==> config.mk <==
export PLATFORM = sky130hd
export DESIGN_NAME = keyboard_report_to_key_events
export DESIGN_NICKNAME = d
export VERILOG_FILES = /design/src/sv/kbe_pkg.sv /design/src/sv/keyboard_report_to_key_events.sv /design/src/sv/kbe_diff.sv /design/src/sv/kbe_emit.sv
export SDC_FILE = /design/constraint.sdc
export NUM_CORES = 1
export LEC_CHECK = 0
export ABC_CLOCK_PERIOD_IN_PS = 7860
export BUFFER_PORTS_ARGS = -buffer_cell sky130_fd_sc_hd__buf_2
export CAP_MARGIN = 15
export CORE_UTILIZATION = 55
export DETAILED_ROUTE_END_ITERATION = 10
export GPL_TIMING_DRIVEN = 0
export HOLD_SLACK_MARGIN = 0.06
export PLACE_DENSITY = 0.76
export SLEW_MARGIN = 5
export SYNTH_ARGS = -nofsm -noshare
export SYNTH_HDL_FRONTEND = slang
export SYNTH_HIERARCHICAL = 1
export SYNTH_SLANG_ARGS = --single-unit
==> constraint.sdc <==
create_clock -name clk -period 7.86 [get_ports clk]
set_clock_uncertainty 0.1 [all_clocks]
set_input_delay 1.179 -clock clk [delete_from_list [all_inputs] [get_ports clk]]
set_output_delay 1.179 -clock clk [all_outputs]
set_load 0.05 [all_outputs]
==> src/sv/kbe_pkg.sv <==
// Shared types and constants for the keyboard report event block.
// Used by every module of the block; depends on nothing.
package kbe_pkg;

	localparam int REPORT_KEYS  = 6;
	localparam int MOD_BITS     = 8;
	localparam int LEN_W        = 4;
	localparam int TICK_W       = 16;
	localparam int KEY_BYTE_OFS = 2;

	localparam logic [LEN_W-1:0]  MIN_LONG_LEN    = 4'd3;
	localparam logic [LEN_W-1:0]  MAX_LEN         = 4'd8;
	localparam logic [7:0]        MOD_USAGE_BASE  = 8'hE0;
	localparam logic [TICK_W-1:0] DEFAULT_TIMEOUT = 16'd20;

	typedef logic [7:0] code_t;

	// One input item as held in the input register.
	typedef struct packed {
		logic [TICK_W-1:0]         tick;
		logic [LEN_W-1:0]          len;
		code_t                     mods;
		code_t [REPORT_KEYS-1:0]   keys;
	} item_t;

	// Report data that the event selector needs besides the held keys.
	typedef struct packed {
		code_t                     old_mods;
		code_t                     new_mods;
		code_t [REPORT_KEYS-1:0]   keys;
	} rpt_t;

endpackage

==> src/sv/keyboard_report_to_key_events.sv <==
// The first event of an item goes through the input register, the event buffer and
// the output register. Throughput: one event per cycle unless the receiver stalls;
// the buffer takes the next item as its last event is sent, or whenever it is empty.
// Reset (arst_n low): held keys and modifiers and the previous tick clear, the timeout
// returns to 20, and both channels go empty.
module keyboard_report_to_key_events import kbe_pkg::*; #(
	parameter int KEY_SLOTS = 6
) (
	input  logic        clk,
	input  logic        arst_n,
	input  logic        cfg_wen,
	input  logic [15:0] cfg_wdata,
	input  logic        in_valid,
	output logic        in_ready,
	input  logic [15:0] poll_tick,
	input  logic [3:0]  report_len,
	input  logic [7:0]  modifiers,
	input  logic [7:0]  key_0,
	input  logic [7:0]  key_1,
	input  logic [7:0]  key_2,
	input  logic [7:0]  key_3,
	input  logic [7:0]  key_4,
	input  logic [7:0]  key_5,
	output logic        out_valid,
	input  logic        out_ready,
	output logic        is_release,
	output logic [7:0]  event_modifiers,
	output logic [7:0]  usage_code,
	output logic        last_of_run
);

	localparam int NEV = 2 * KEY_SLOTS + MOD_BITS + REPORT_KEYS;

	logic                  s1_valid;
	item_t                 item_s1;
	logic                  commit;
	logic                  load_ok;
	logic [NEV-1:0]        ev_mask;
	code_t [KEY_SLOTS-1:0] old_held;
	rpt_t                  rpt;

	assign commit   = s1_valid && load_ok;
	assign in_ready = !s1_valid || commit;

	// Input register.
	always_ff @(posedge clk or negedge arst_n) begin
		if (!arst_n) begin
			s1_valid <= 1'b0;
		end else if (in_valid && in_ready) begin
			s1_valid <= 1'b1;
		end else if (commit) begin
			s1_valid <= 1'b0;
		end
	end

	always_ff @(posedge clk) begin
		if (in_valid && in_ready) begin
			item_s1 <= '{tick: poll_tick, len: report_len, mods: modifiers,
				keys: {key_5, key_4, key_3, key_2, key_1, key_0}};
		end
	end

	kbe_diff #(
		.KEY_SLOTS(KEY_SLOTS)
	) u_diff (
		.clk      (clk),
		.arst_n   (arst_n),
		.cfg_wen  (cfg_wen),
		.cfg_wdata(cfg_wdata),
		.item     (item_s1),
		.commit   (commit),
		.ev_mask  (ev_mask),
		.old_held (old_held),
		.rpt      (rpt)
	);

	kbe_emit #(
		.KEY_SLOTS(KEY_SLOTS)
	) u_emit (
		.clk            (clk),
		.arst_n         (arst_n),
		.load           (commit),
		.load_mask      (ev_mask),
		.load_held      (old_held),
		.load_rpt       (rpt),
		.load_ok        (load_ok),
		.out_valid      (out_valid),
		.out_ready      (out_ready),
		.is_release     (is_release),
		.event_modifiers(event_modifiers),
		.usage_code     (usage_code),
		.last_of_run    (last_of_run)
	);

endmodule

==> src/sv/kbe_diff.sv <==
// Snapshot state and report comparison: builds the event mask of one item.
// Depends on kbe_pkg.
module kbe_diff import kbe_pkg::*; #(
	parameter int KEY_SLOTS = 6,
	localparam int NEV = 2 * KEY_SLOTS + MOD_BITS + REPORT_KEYS
) (
	input  logic                  clk,
	input  logic                  arst_n,
	input  logic                  cfg_wen,
	input  logic [TICK_W-1:0]     cfg_wdata,
	input  item_t                 item,
	input  logic                  commit,
	output logic [NEV-1:0]        ev_mask,
	output code_t [KEY_SLOTS-1:0] old_held,
	output rpt_t                  rpt
);

	logic [TICK_W-1:0]     timeout_q;
	logic [TICK_W-1:0]     prev_tick_q;
	code_t                 mods_q;
	code_t [KEY_SLOTS-1:0] held_q;
	code_t [KEY_SLOTS-1:0] held_new;

	logic [TICK_W-1:0]      gap;
	logic                   tmo;
	logic [LEN_W-1:0]       len_c;
	logic                   long_rpt;
	logic [REPORT_KEYS-1:0] kv;
	logic [KEY_SLOTS-1:0]   t_mask;
	logic [KEY_SLOTS-1:0]   g_mask;
	logic [MOD_BITS-1:0]    m_mask;
	logic [REPORT_KEYS-1:0] p_mask;

	// Timeout test and the valid key bytes of the report.
	always_comb begin
		gap      = item.tick - prev_tick_q;
		tmo      = gap > timeout_q;
		len_c    = (item.len > MAX_LEN) ? MAX_LEN : item.len;
		long_rpt = len_c >= MIN_LONG_LEN;
		for (int j = 0; j < REPORT_KEYS; j++) begin
			kv[j] = long_rpt && (LEN_W'(j + KEY_BYTE_OFS) < len_c);
		end
	end

	// Timeout releases and releases of keys no longer reported.
	always_comb begin
		logic found;
		found = 1'b0;
		for (int i = 0; i < KEY_SLOTS; i++) begin
			found = 1'b0;
			for (int j = 0; j < REPORT_KEYS; j++) begin
				if (kv[j] && item.keys[j] == held_q[i]) begin
					found = 1'b1;
				end
			end
			t_mask[i] = tmo && (held_q[i] != '0);
			g_mask[i] = long_rpt && !tmo && (held_q[i] != '0) && !found;
		end
	end

	// Presses of reported keys that were not held after the timeout step.
	always_comb begin
		logic found;
		found = 1'b0;
		for (int j = 0; j < REPORT_KEYS; j++) begin
			found = 1'b0;
			for (int i = 0; i < KEY_SLOTS; i++) begin
				if (!tmo && held_q[i] == item.keys[j]) begin
					found = 1'b1;
				end
			end
			p_mask[j] = kv[j] && (item.keys[j] != '0) && !found;
		end
	end

	assign m_mask   = long_rpt ? (mods_q ^ item.mods) : '0;
	assign ev_mask  = {p_mask, g_mask, m_mask, t_mask};
	assign old_held = held_q;
	assign rpt      = '{old_mods: mods_q, new_mods: item.mods, keys: item.keys};

	// New snapshot: the valid key bytes that fit, zeros elsewhere.
	for (genvar g = 0; g < KEY_SLOTS; g++) begin : g_keep
		if (g < REPORT_KEYS) begin : g_key
			assign held_new[g] = kv[g] ? item.keys[g] : '0;
		end else begin : g_zero
			assign held_new[g] = '0;
		end
	end

	// Timeout register and snapshot state.
	always_ff @(posedge clk or negedge arst_n) begin
		if (!arst_n) begin
			timeout_q   <= DEFAULT_TIMEOUT;
			prev_tick_q <= '0;
			mods_q      <= '0;
			held_q      <= '0;
		end else begin
			if (cfg_wen) begin
				timeout_q <= cfg_wdata;
			end
			if (commit) begin
				prev_tick_q <= item.tick;
				if (long_rpt) begin
					held_q <= held_new;
					mods_q <= item.mods;
				end else if (tmo) begin
					held_q <= '0;
				end
			end
		end
	end

endmodule

==> src/sv/kbe_emit.sv <==
// Event buffer and output register: sends the events of one item in order.
// Depends on kbe_pkg.
module kbe_emit import kbe_pkg::*; #(
	parameter int KEY_SLOTS = 6,
	localparam int NEV = 2 * KEY_SLOTS + MOD_BITS + REPORT_KEYS
) (
	input  logic                  clk,
	input  logic                  arst_n,
	input  logic                  load,
	input  logic [NEV-1:0]        load_mask,
	input  code_t [KEY_SLOTS-1:0] load_held,
	input  rpt_t                  load_rpt,
	output logic                  load_ok,
	output logic                  out_valid,
	input  logic                  out_ready,
	output logic                  is_release,
	output code_t                 event_modifiers,
	output code_t                 usage_code,
	output logic                  last_of_run
);

	logic [NEV-1:0]        mask_s2;
	code_t [KEY_SLOTS-1:0] held_s2;
	rpt_t                  rpt_s2;

	logic                  out_valid_q;
	logic                  rel_q;
	code_t                 mods_q;
	code_t                 code_q;
	logic                  last_q;

	logic [NEV-1:0] low;
	logic [NEV-1:0] rest;
	logic           busy;
	logic           pop;
	logic           last;
	logic           sel_rel;
	code_t          sel_mods;
	code_t          sel_code;

	// Pick the lowest pending event.
	always_comb begin
		low     = mask_s2 & (~mask_s2 + NEV'(1));
		rest    = mask_s2 & ~low;
		busy    = |mask_s2;
		last    = rest == '0;
		pop     = busy && (!out_valid_q || out_ready);
		load_ok = !busy || (pop && last);
	end

	// Fields of the selected event.
	always_comb begin
		sel_rel  = 1'b0;
		sel_mods = '0;
		sel_code = '0;
		for (int i = 0; i < KEY_SLOTS; i++) begin
			if (low[i] || low[KEY_SLOTS + MOD_BITS + i]) begin
				sel_rel  = 1'b1;
				sel_mods = sel_mods | rpt_s2.old_mods;
				sel_code = sel_code | held_s2[i];
			end
		end
		for (int b = 0; b < MOD_BITS; b++) begin
			if (low[KEY_SLOTS + b]) begin
				sel_rel  = sel_rel | !rpt_s2.new_mods[b];
				sel_mods = sel_mods | rpt_s2.new_mods;
				sel_code = sel_code | MOD_USAGE_BASE | 8'(b);
			end
		end
		for (int j = 0; j < REPORT_KEYS; j++) begin
			if (low[2 * KEY_SLOTS + MOD_BITS + j]) begin
				sel_mods = sel_mods | rpt_s2.new_mods;
				sel_code = sel_code | rpt_s2.keys[j];
			end
		end
	end

	// Pending-event mask and output valid.
	always_ff @(posedge clk or negedge arst_n) begin
		if (!arst_n) begin
			mask_s2     <= '0;
			out_valid_q <= 1'b0;
		end else begin
			if (load) begin
				mask_s2 <= load_mask;
			end else if (pop) begin
				mask_s2 <= rest;
			end
			if (pop) begin
				out_valid_q <= 1'b1;
			end else if (out_ready) begin
				out_valid_q <= 1'b0;
			end
		end
	end

	// Buffered report data and output fields.
	always_ff @(posedge clk) begin
		if (load) begin
			held_s2 <= load_held;
			rpt_s2  <= load_rpt;
		end
		if (pop) begin
			rel_q  <= sel_rel;
			mods_q <= sel_mods;
			code_q <= sel_code;
			last_q <= last;
		end
	end

	assign out_valid       = out_valid_q;
	assign is_release      = rel_q;
	assign event_modifiers = mods_q;
	assign usage_code      = code_q;
	assign last_of_run     = last_q;

endmodule

* After elaboration in Yosys (flattened, before gate mapping)
Cells that the tools add are included.
Operators by class: equality and inequality tests 72, $lt $le $gt $ge 9, bitwise operators 43, reduce and logical (&&, ||, !) cells 166, add/sub/neg operators 2, muxes and demuxes 142
Operators by type and width (number):
- 8-bit == test | 72
- 8-bit two-way mux | 47
- 8-bit OR | 30
- 1-bit logical AND | 113
- 48-bit two-way mux | 2
- 8-bit nonzero test | 12
- 1-bit two-way mux | 90
- 26-bit bitwise AND | 2
- 26-bit two-way mux | 2
- 26-bit NOT | 2
- 26-bit by 1-bit adder with 26-bit output, second input constant | 1
- 26-bit zero test | 1
- 26-bit OR reduction | 1
- 1-bit zero test | 24
- 16-bit > comparator | 1
- 3-bit by 4-bit less-than comparator with 1-bit output, first input constant | 4
- 16-bit subtractor | 1
- 1-bit logical OR | 9
- 2-bit by 4-bit less-than comparator with 1-bit output, first input constant | 2
- 1-bit OR | 8
- 2-bit nonzero test | 4
- 8-bit bitwise XOR | 1
- 4-bit by 2-bit >= comparator with 1-bit output, second input constant | 1
- 4-bit > comparator, second input constant | 1
- 2 further kinds | 3
Word-level totals: output and inout port bits 20, logic and storage cells 473, input bits 97, bits in registers 322

* Logic depth before layout (Yosys ltp)
Gate-level depths: netlist of run 1.
depth after elaboration 43, depth in mapped cells 18, mapped depth without buffers 18

* Modules after synthesis
The synthesis of run 1 kept the hierarchy.
Modules (own cells, without submodules):
- kbe_diff | seq. area each 2204.6 um^2, times used 1, area an instance 9182.6 um^2, cells each 1168
- kbe_emit | seq. area each 4579.4 um^2, times used 1, area an instance 6530.0 um^2, cells each 479
- keyboard_report_to_key_events | seq. area each 2307.2 um^2, times used 1, area an instance 2342.2 um^2, cells each 81

* Worst setup path after synthesis of run 1
No wires, ideal clock.
kind register to register, start point register u_emit.mask_s2[15], end point register u_diff.held_q, in the netlist u_diff/old_held[1], data required time 7.639 ns, cell stages (with the launch flop) 13, library setup time 0.121 ns, arrival 6.507 ns, path buffers 3, slack 1.132 ns, period minus slack after synthesis 6.728 ns, cells stage by stage dfrtp_1 > or4_1 > buf_2 > or4_4 > buf_6 > o31ai_2 > o2111ai_1 > a2111oi_2 > a31o_1 > and2_1 > o311ai_4 > buf_6 > a22o_1
Between the ends: longest elaborated chain between the ends 10, elaborated cells on any way between the ends 13
RTL lines:
- start, declared | RTL line kbe_emit.sv:22 | logic [NEV-1:0] mask_s2;
- start signal, assigned | RTL line kbe_emit.sv:85 | mask_s2 <= load_mask;
- start signal, assigned | RTL line kbe_emit.sv:87 | mask_s2 <= rest;
- 26-bit NOT | RTL line kbe_emit.sv:43 | low = mask_s2 & (~mask_s2 + NEV'(1));
- 26-bit by 1-bit adder with 26-bit output | RTL line kbe_emit.sv:43
- 26-bit bitwise AND | RTL line kbe_emit.sv:43
- 26-bit NOT | RTL line kbe_emit.sv:44 | rest = mask_s2 & ~low;
- 26-bit bitwise AND | RTL line kbe_emit.sv:44
- 26-bit zero test | RTL line kbe_emit.sv:46 | last = rest == '0;
- 1-bit logical AND | RTL line kbe_emit.sv:48 | load_ok = !busy || (pop && last);
- 1-bit logical OR * | RTL line kbe_emit.sv:48
- named net load_ok | RTL line keyboard_report_to_key_events.sv:37 | logic load_ok;
- 1-bit logical AND * | RTL line keyboard_report_to_key_events.sv:42 | assign commit = s1_valid && load_ok;
- named net commit | RTL line keyboard_report_to_key_events.sv:36 | logic commit;
- 2-bit AND reduction (no source line) *
- end signal, assigned | RTL line kbe_diff.sv:104 | held_q <= held_new;
- end, declared | RTL line kbe_diff.sv:21 | code_t [KEY_SLOTS-1:0] held_q;
Mark *: on every way through the listed nets, which the timed path passes. The rest lies on a longest branch. A chain may end at the register's enable or synchronous reset.

* Final worst setup path of run 1
start point register item_s1[60] (netlist bit), end point register u_emit.mask_s2[21]
Between the ends: longest elaborated chain between the ends 13, elaborated cells on any way between the ends 18
RTL lines:
- start, declared | RTL line keyboard_report_to_key_events.sv:35 | item_t item_s1;
- start signal, assigned | RTL line keyboard_report_to_key_events.sv:58 | item_s1 <= '{tick: poll_tick, len: report_len, mods: modifiers,
- 16-bit subtractor * | RTL line kbe_diff.sv:36 | gap = item.tick - prev_tick_q;
- 16-bit > comparator * | RTL line kbe_diff.sv:37 | tmo = gap > timeout_q;
- 1-bit zero test * | RTL line kbe_diff.sv:68 | if (!tmo && held_q[i] == item.keys[j]) begin
- 1-bit logical AND | RTL line kbe_diff.sv:68
- 1-bit two-way mux (5 in series) | RTL line kbe_diff.sv:68
- 1-bit two-way mux * | RTL line kbe_diff.sv:68
- 1-bit zero test * | RTL line kbe_diff.sv:72 | p_mask[j] = kv[j] && (item.keys[j] != '0) && !found;
- 1-bit logical AND * | RTL line kbe_diff.sv:72
- named net ev_mask[21] | RTL line keyboard_report_to_key_events.sv:38 | logic [NEV-1:0] ev_mask;
- 26-bit two-way mux * | RTL line kbe_emit.sv:84 | if (load) begin
Marked as above.

==> results.sh, run 1 <==
export IMPL_status="finished clean"
export IMPL_ys_async_sr_fraction_pct=36.0
export IMPL_cp_arrival_ns=5.53
export IMPL_coreArea_sq_um=32000
export IMPL_drtAntennaViolNets=0
export IMPL_syn_num_nets=1857
export IMPL_peakVddDrop_mv=0.288
export IMPL_ios=117
export IMPL_hpwl_um=40100
export IMPL_final_common_cell="xnor2_1"
export IMPL_dr_pass1_iters=6
export IMPL_synthTopCellsByArea="edfxtp_1 34%, dfrtp_1 16%, xnor2_1 10%, xor2_1 4.8%, nand2_1 3.9%"
export IMPL_grt_pass1_wl_um=83800
export IMPL_cts_sinks=322
export IMPL_grt_max_degree=77
export IMPL_mostFrequentLayoutCells="208 x xnor2_1, 206 x edfxtp_1, 186 x nand2_1, 127 x clkbuf_1, 118 x buf_2"
export IMPL_finish_instance_area_sq_um=20400
export IMPL_crit_path_start="item_s1[60]"
export IMPL_placed_area_sq_um=19300
export IMPL_critPathKind="reg -> reg"
export IMPL_finalNetCount=2013
export IMPL_drc=0
export IMPL_grt_usage_pct=33.7
export IMPL_clockBufferDepth=3
export IMPL_setup_viol=0
export IMPL_p_per_area_nw_per_um2=456
export IMPL_globalRouteOverflowTotal=0
export IMPL_slowest_delay_ns=0.82
export IMPL_diodes=0
export IMPL_drt_wl_total_um=55200
export IMPL_start_util_pct=56.5
export IMPL_drv_cap=0
export IMPL_maxSlewHeadroom_pct=18.0
export IMPL_vias=14300
export IMPL_synth_top_area_share_pct=34.3
export IMPL_cp_end_kind="flip-flop"
export IMPL_portBuffers=116
export IMPL_critPathTopFamily="compound AO/OA/AOI/OAI gates"
export IMPL_rsz0062_at_grt="false"
export IMPL_netlist_area_sq_um=18100
export IMPL_synthCells=1728
export IMPL_gp_congestion=1.03
export IMPL_crit_fanout=10
export IMPL_synth_edf_count=206
export IMPL_crit_chain="inv_1 -> ha_1 -> fa_1 -> nor2b_1 -> o31a_1 -> o221a_2 -> o21a_1 -> o21ai_0 -> a311o_1 -> ha_1 -> nand4_1 -> nor2_1 -> o2bb2ai_1 -> o31ai_1 -> clkbuf_1 -> a21oi_1 -> nand2_1 -> o21ai_0"
export IMPL_drtIter0Drc=2079
export IMPL_antenna_found_initial=2
export IMPL_ys_seq_area_share_pct=50.4
export IMPL_die_h_um=183
export IMPL_report_final_slew_viol_count=0
export IMPL_row_count=65
export IMPL_ys_ff_latch=322
export IMPL_period_needed_ns=5.23
export IMPL_numCtsBuffers=36
export IMPL_synthDistinctLibCells=78
export IMPL_cts_tree="built"
export IMPL_tightest_slew_ns=1.23
export IMPL_yosysWarnings=6
export IMPL_routed_via_density=6.10
export IMPL_cts_hold_buf=0
export IMPL_fmax_ghz=0.191
export IMPL_first_global_vias=13800
export IMPL_timing_final_crit_share_pct=66.6
export IMPL_critPathBufInv=2
export IMPL_hold_class="reg -> reg"
export IMPL_r2r_start="item_s1[60]"
export IMPL_ys_flop_type="edfxtp_1"
export IMPL_post_cts_buffers=0
export IMPL_insertion_delay_ns=0.53
export IMPL_clk_pin_slew_ns=0.06
export IMPL_slowest_stage="o31ai_1"
export IMPL_syn_to_final_growth_pct=13.1
export IMPL_yosys_area_top_type="edfxtp_1"
export IMPL_start_kind="flip-flop"
export IMPL_root_buffer="clkbuf_16"
export IMPL_avgSynthCellArea_sq_um=10.4
export IMPL_leakage_nw=7.73
export IMPL_critPathRequiredTime_ns=8.16
export IMPL_die_area_sq_um=33600
export IMPL_drive_gt1_share_pct=14.0
export IMPL_die_w_um=183
export IMPL_avgRoutedWirePerCell_um=23.5
export IMPL_hold_worst_slack_ns=0.338
export IMPL_cts_resized=0
export IMPL_min_delay_start="u_diff/old_held[2]"
export IMPL_hold_violations=0
export IMPL_htree_levels=2
final timing paths:
kind / end / depth (start not counted) / slack, ns
max: u_emit/mask_s2[21] / 18 / 2.63
min: u_emit/held_s2[2] / 0 / 0.34
max reg2reg: u_emit/mask_s2[21] / 18 / 2.63
min reg2reg: u_emit/held_s2[2] / 0 / 0.34
max in group asynchronous: u_diff/old_held[36] / 2 / 6.41
min in group asynchronous: u_diff/timeout_q[14] / 1 / 0.51
cells in the mapped netlist, types with 8 or more instances:
| cell | n |
|---|---|
| nor2_1 | 74 |
| o31ai_1 | 9 |
| or4_1 | 22 |
| xor2_1 | 98 |
| nor4_1 | 49 |
| a22o_1 | 31 |
| or3_1 | 8 |
| a222oi_1 | 10 |
| edfxtp_1 | 206 |
| a221oi_1 | 13 |
| buf_1 | 22 |
| a22oi_1 | 14 |
| o21ai_0 | 102 |
| dfrtp_1 | 114 |
| ha_1 | 31 |
| nand4_1 | 54 |
| and3_1 | 9 |
| nand2_1 | 186 |
| nand3_1 | 40 |
| inv_1 | 49 |
| buf_4 | 56 |
| xnor2_1 | 208 |
| o21a_1 | 8 |
| nor2b_1 | 9 |
| a21oi_1 | 43 |
| clkbuf_1 | 119 |
| nor3_1 | 30 |
stage by stage:
stage	total power, W	setup slack, ns	setup TNS (ns)	cells	util [%]
floorplan	0.00621	1.13	0	1728	-
global placement	0.00745	-1.36	-70.52	2279	60.0
detailed placement	0.00755	2.73	0	2281	60.2
CTS	0.00923	2.72	0	2346	63.9
global route	0.00980	2.31	0	2346	63.9
finish	0.00931	2.63	0	2346	63.9
worst register-to-register path, delay by kind of cell, from the launching register on:
| family | cells | cell delay, ns |
|---|---|---|
| buf+inv | 2 | 0.61 |
| flops | 1 | 0.34 |
| fa+ha+maj | 3 | 0.93 |
| compound gates | 9 | 2.46 |
| simple gates | 4 | 0.64 |
kinds of logic after synthesis:
logic type,after synthesis,synth area share [%]
and+or+nand+nor,516,14.3
DFF,322,50.4
xor gates and xnor gates,306,14.8
AOI/OAI and AO/OA,291,11.2
buffers and inverters,257,6.82
adders and majority gates,33,2.31
muxes,3,0.187
report_power, final:
group | leakage [nW] | internal [W] | total, W | switching [W]
Combinational | 3.79 | 0.00167 | 0.00468 | 0.00301
Sequential | 3.37 | 0.00262 | 0.00297 | 0.000346
Clock | 0.566 | 0.000993 | 0.00166 | 0.000666
Total | 7.73 | 0.00528 | 0.00931 | 0.00402
final cells by class:
| type | instances | area, sq um |
|---|---|---|
| clock inverter | 17 | 170 |
| fill | 2569 | 11500 |
| multi-input combinational | 1149 | 7750 |
| buffer | 207 | 1040 |
| clock buffer | 48 | 997 |
| timing repair buffer | 118 | 642 |
| sequential | 322 | 9090 |
| tap | 435 | 544 |
| inverter | 50 | 188 |
sequential cells by signal (all words and copies together) (netlist names):
signal,flops
u_diff/timeout_q,16
u_emit/is_release,1
u_diff/mods_q,8
u_emit/rpt_s2,64
u_diff/old_held,48
u_emit/last_of_run,1
u_emit/mask_s2,26
s1_valid,1
u_emit/usage_code,8
item_s1,76
u_emit/held_s2,48
u_emit/event_modifiers,8
u_diff/prev_tick_q,16
u_emit/out_valid,1
routing by layer:
| layer | vias up | GRT usage [%] | wire length (um) |
|---|---|---|---|
| met5 | - | 0 | 13 |
| met4 | 2 | 13.1 | 2050 |
| met3 | 137 | 6.49 | 6020 |
| met2 | 840 | 49.9 | 23800 |
| met1 | 6929 | 48.9 | 23300 |
| li1 | 6401 | - | - |
No activity file was read; power rests on OpenSTA's default activity.
==> run 2, diff against run 1 <==
--- a/config.mk
+++ b/config.mk
@@ -5,14 +5,14 @@
 export SDC_FILE = /design/constraint.sdc
 export NUM_CORES = 1
 export LEC_CHECK = 0
-export ABC_CLOCK_PERIOD_IN_PS = 7860
+export ABC_CLOCK_PERIOD_IN_PS = 4400
 export BUFFER_PORTS_ARGS = -buffer_cell sky130_fd_sc_hd__buf_2
 export CAP_MARGIN = 15
 export CORE_UTILIZATION = 55
 export DETAILED_ROUTE_END_ITERATION = 10
 export GPL_TIMING_DRIVEN = 0
 export HOLD_SLACK_MARGIN = 0.06
-export PLACE_DENSITY = 0.76
+export PLACE_DENSITY = 0.79
 export SLEW_MARGIN = 5
 export SYNTH_ARGS = -nofsm -noshare
 export SYNTH_HDL_FRONTEND = slang
==> constraint.sdc (replaced) <==
create_clock -name clk -period 4.4 [get_ports clk]
set_clock_uncertainty 0.1 [all_clocks]
set_input_delay 0.66 -clock clk [delete_from_list [all_inputs] [get_ports clk]]
set_output_delay 0.66 -clock clk [all_outputs]
set_load 0.05 [all_outputs]
==> results.sh, run 2 (synthesized netlist as in run 1, its figures left out) <==
export IMPL_period_needed_ns=4.36
export IMPL_first_global_vias=14400
export IMPL_cts_sinks=322
export IMPL_diodes=0
export IMPL_status="finished clean"
export IMPL_critPathRequiredTime_ns=3.64
export IMPL_final_common_cell="xnor2_1"
export IMPL_crit_top_cell="or4_4"
export IMPL_hold_path_cell_count=1
export IMPL_rr_endpoint="u_emit/mask_s2[21]"
export IMPL_r2r_start="item_s1[62]"
export IMPL_root_buffer="clkbuf_16"
export IMPL_leakage_nw=8.07
export IMPL_hold_class="in -> reg"
export IMPL_gp_congestion=0.974
export IMPL_tightest_slew_ns=1.17
export IMPL_die_h_um=183
export IMPL_rr_worst_depth=17
export IMPL_antenna_found_initial=3
export IMPL_cts_tree="built"
export IMPL_die_w_um=183
export IMPL_largest_reg_flops=76
export IMPL_grt_usage_pct=36.3
export IMPL_crit_fanout=7
export IMPL_rrSetupSlack_ns=0.07
export IMPL_drtAntennaViolNets=0
export IMPL_htree_levels=2
export IMPL_portBuffers=116
export IMPL_globalRouteOverflowTotal=0
export IMPL_slowest_delay_ns=0.60
export IMPL_peakVddDrop_mv=0.545
export IMPL_finish_instance_area_sq_um=21100
export IMPL_syn_to_final_growth_pct=17.1
export IMPL_hold_violations=0
export IMPL_clk_pin_slew_ns=0.06
export IMPL_fmax_ghz=0.229
export IMPL_vias=15000
export IMPL_drv_cap=0
export IMPL_setup_viol=0
export IMPL_regMostFlops="item_s1"
export IMPL_maxSlewHeadroom_pct=21.7
export IMPL_rsz0062_at_grt="true"
export IMPL_row_count=65
export IMPL_critPathTopFamily="simple AND/OR/NAND/NOR gates"
export IMPL_cp_arrival_ns=3.60
export IMPL_drive_gt1_share_pct=18.7
export IMPL_reg_top3="item_s1: 76 flops, u_emit/rpt_s2: 64 flops"
export IMPL_insertion_delay_ns=0.53
export IMPL_grt_pass1_wl_um=88800
export IMPL_drc=0
export IMPL_avgRoutedWirePerCell_um=25.6
export IMPL_clockBufferDepth=3
export IMPL_ios=117
export IMPL_hold_path_endpoint="item_s1[65]"
export IMPL_drt_wl_total_um=60900
export IMPL_min_delay_start="poll_tick[5]"
export IMPL_drtIter0Drc=1771
export IMPL_grt_max_degree=77
export IMPL_setup_slack_ns=0.0390
export IMPL_pre_cts_slack_ns=-0.866
export IMPL_routed_via_density=6.28
export IMPL_timing_final_crit_share_pct=99.1
export IMPL_coreArea_sq_um=32000
export IMPL_cp_end_kind="output pin"
export IMPL_placed_area_sq_um=19300
export IMPL_crit_chain="or4_4 -> or4_4 -> a222oi_1 -> o21ai_1 -> a2111oi_4 -> a31o_2 -> nand2b_4 -> buf_8"
export IMPL_finalNetCount=2052
export IMPL_p_per_area_nw_per_um2=841
export IMPL_dr_pass1_iters=6
export IMPL_critPathKind="reg -> out"
export IMPL_die_area_sq_um=33600
export IMPL_start_kind="flip-flop"
export IMPL_cp_depth=8
export IMPL_numCtsBuffers=34
export IMPL_start_util_pct=56.5
export IMPL_report_final_slew_viol_count=0
export IMPL_mostFrequentLayoutCells="208 x xnor2_1, 206 x edfxtp_1, 182 x nand2_1, 117 x buf_2"
export IMPL_hpwl_um=42300
export IMPL_critPathBufInv=1
export IMPL_slowest_stage="or4_4"
## run 2: changes by cell type in the layout (fill, tap and decap cells not counted), sizes merged
| cell | change |
|---|---|
| and2 | +3 |
| clkinvlp | -2 |
| clkbuf | -6 |
| clkinv | +3 |
| buf | +39 |
| inv | -1 |
| bufinv | -1 |
| dlygate4sd3 | +1 |
## run 2: worst max-delay path by stage
| stage | from | endpoint |
|---|---|---|
| floorplan | u_emit/mask_s2[14] | u_diff/old_held[1] |
| global placement | u_emit/mask_s2[0] | u_diff/prev_tick_q[1] |
| detailed placement | u_emit/mask_s2[0] | u_diff/prev_tick_q[3] |
| CTS | item_s1[60] | u_diff/old_held[37] |
| global route | u_emit/mask_s2[14] | in_ready |
| finish | u_emit/mask_s2[14] | in_ready |
## run 2: cell type report
type                       count  area, sq um
multi-input combinational   1152         8100
buffer                       202         1060
fill                        2476        10800
timing repair buffer         161         1090
clock inverter                16          156
clock buffer                  44          920
tap                          435          544
inverter                      50          188
sequential                   322         9090
## run 2: report_power, final
| group | switching, W | total [W] | internal, W |
|---|---|---|---|
| clock | 0.00118 | 0.00279 | 0.00161 |
| sequential | 0.000611 | 0.00529 | 0.00468 |
| combinational | 0.00600 | 0.00971 | 0.00370 |
## run 2: stage by stage
stage	hold slack (ns)	util, %	TNS (ns)	cells	total power [W]
2_1_floorplan	0.264	-	-1.29	1728	0.0111
3_3_place_gp	0.329	60.0	-180.96	2279	0.0133
3_5_place_dp	0.329	60.3	-87.94	2282	0.0136
4_1_cts	0.184	64.6	0	2357	0.0168
5_1_grt	0.186	66.2	-0.120	2382	0.0186
6_report	0.199	66.2	0	2382	0.0178
## run 2: repair_timing
item	in CTS	in global routing
hold endpoints to repair	49	0
gates resized for setup	41	63
hold buffers	1	0
gates cloned	3	3
endpoints found under the setup margin	242	172
buffers inserted	12	27
pin swaps	12	26
## run 2: layer usage
metal  wire, um  track usage (%)
met4       2680             15.5
met2      26900             55.7
met3       6880             7.23
met5         24                0
met1      24400             50.2
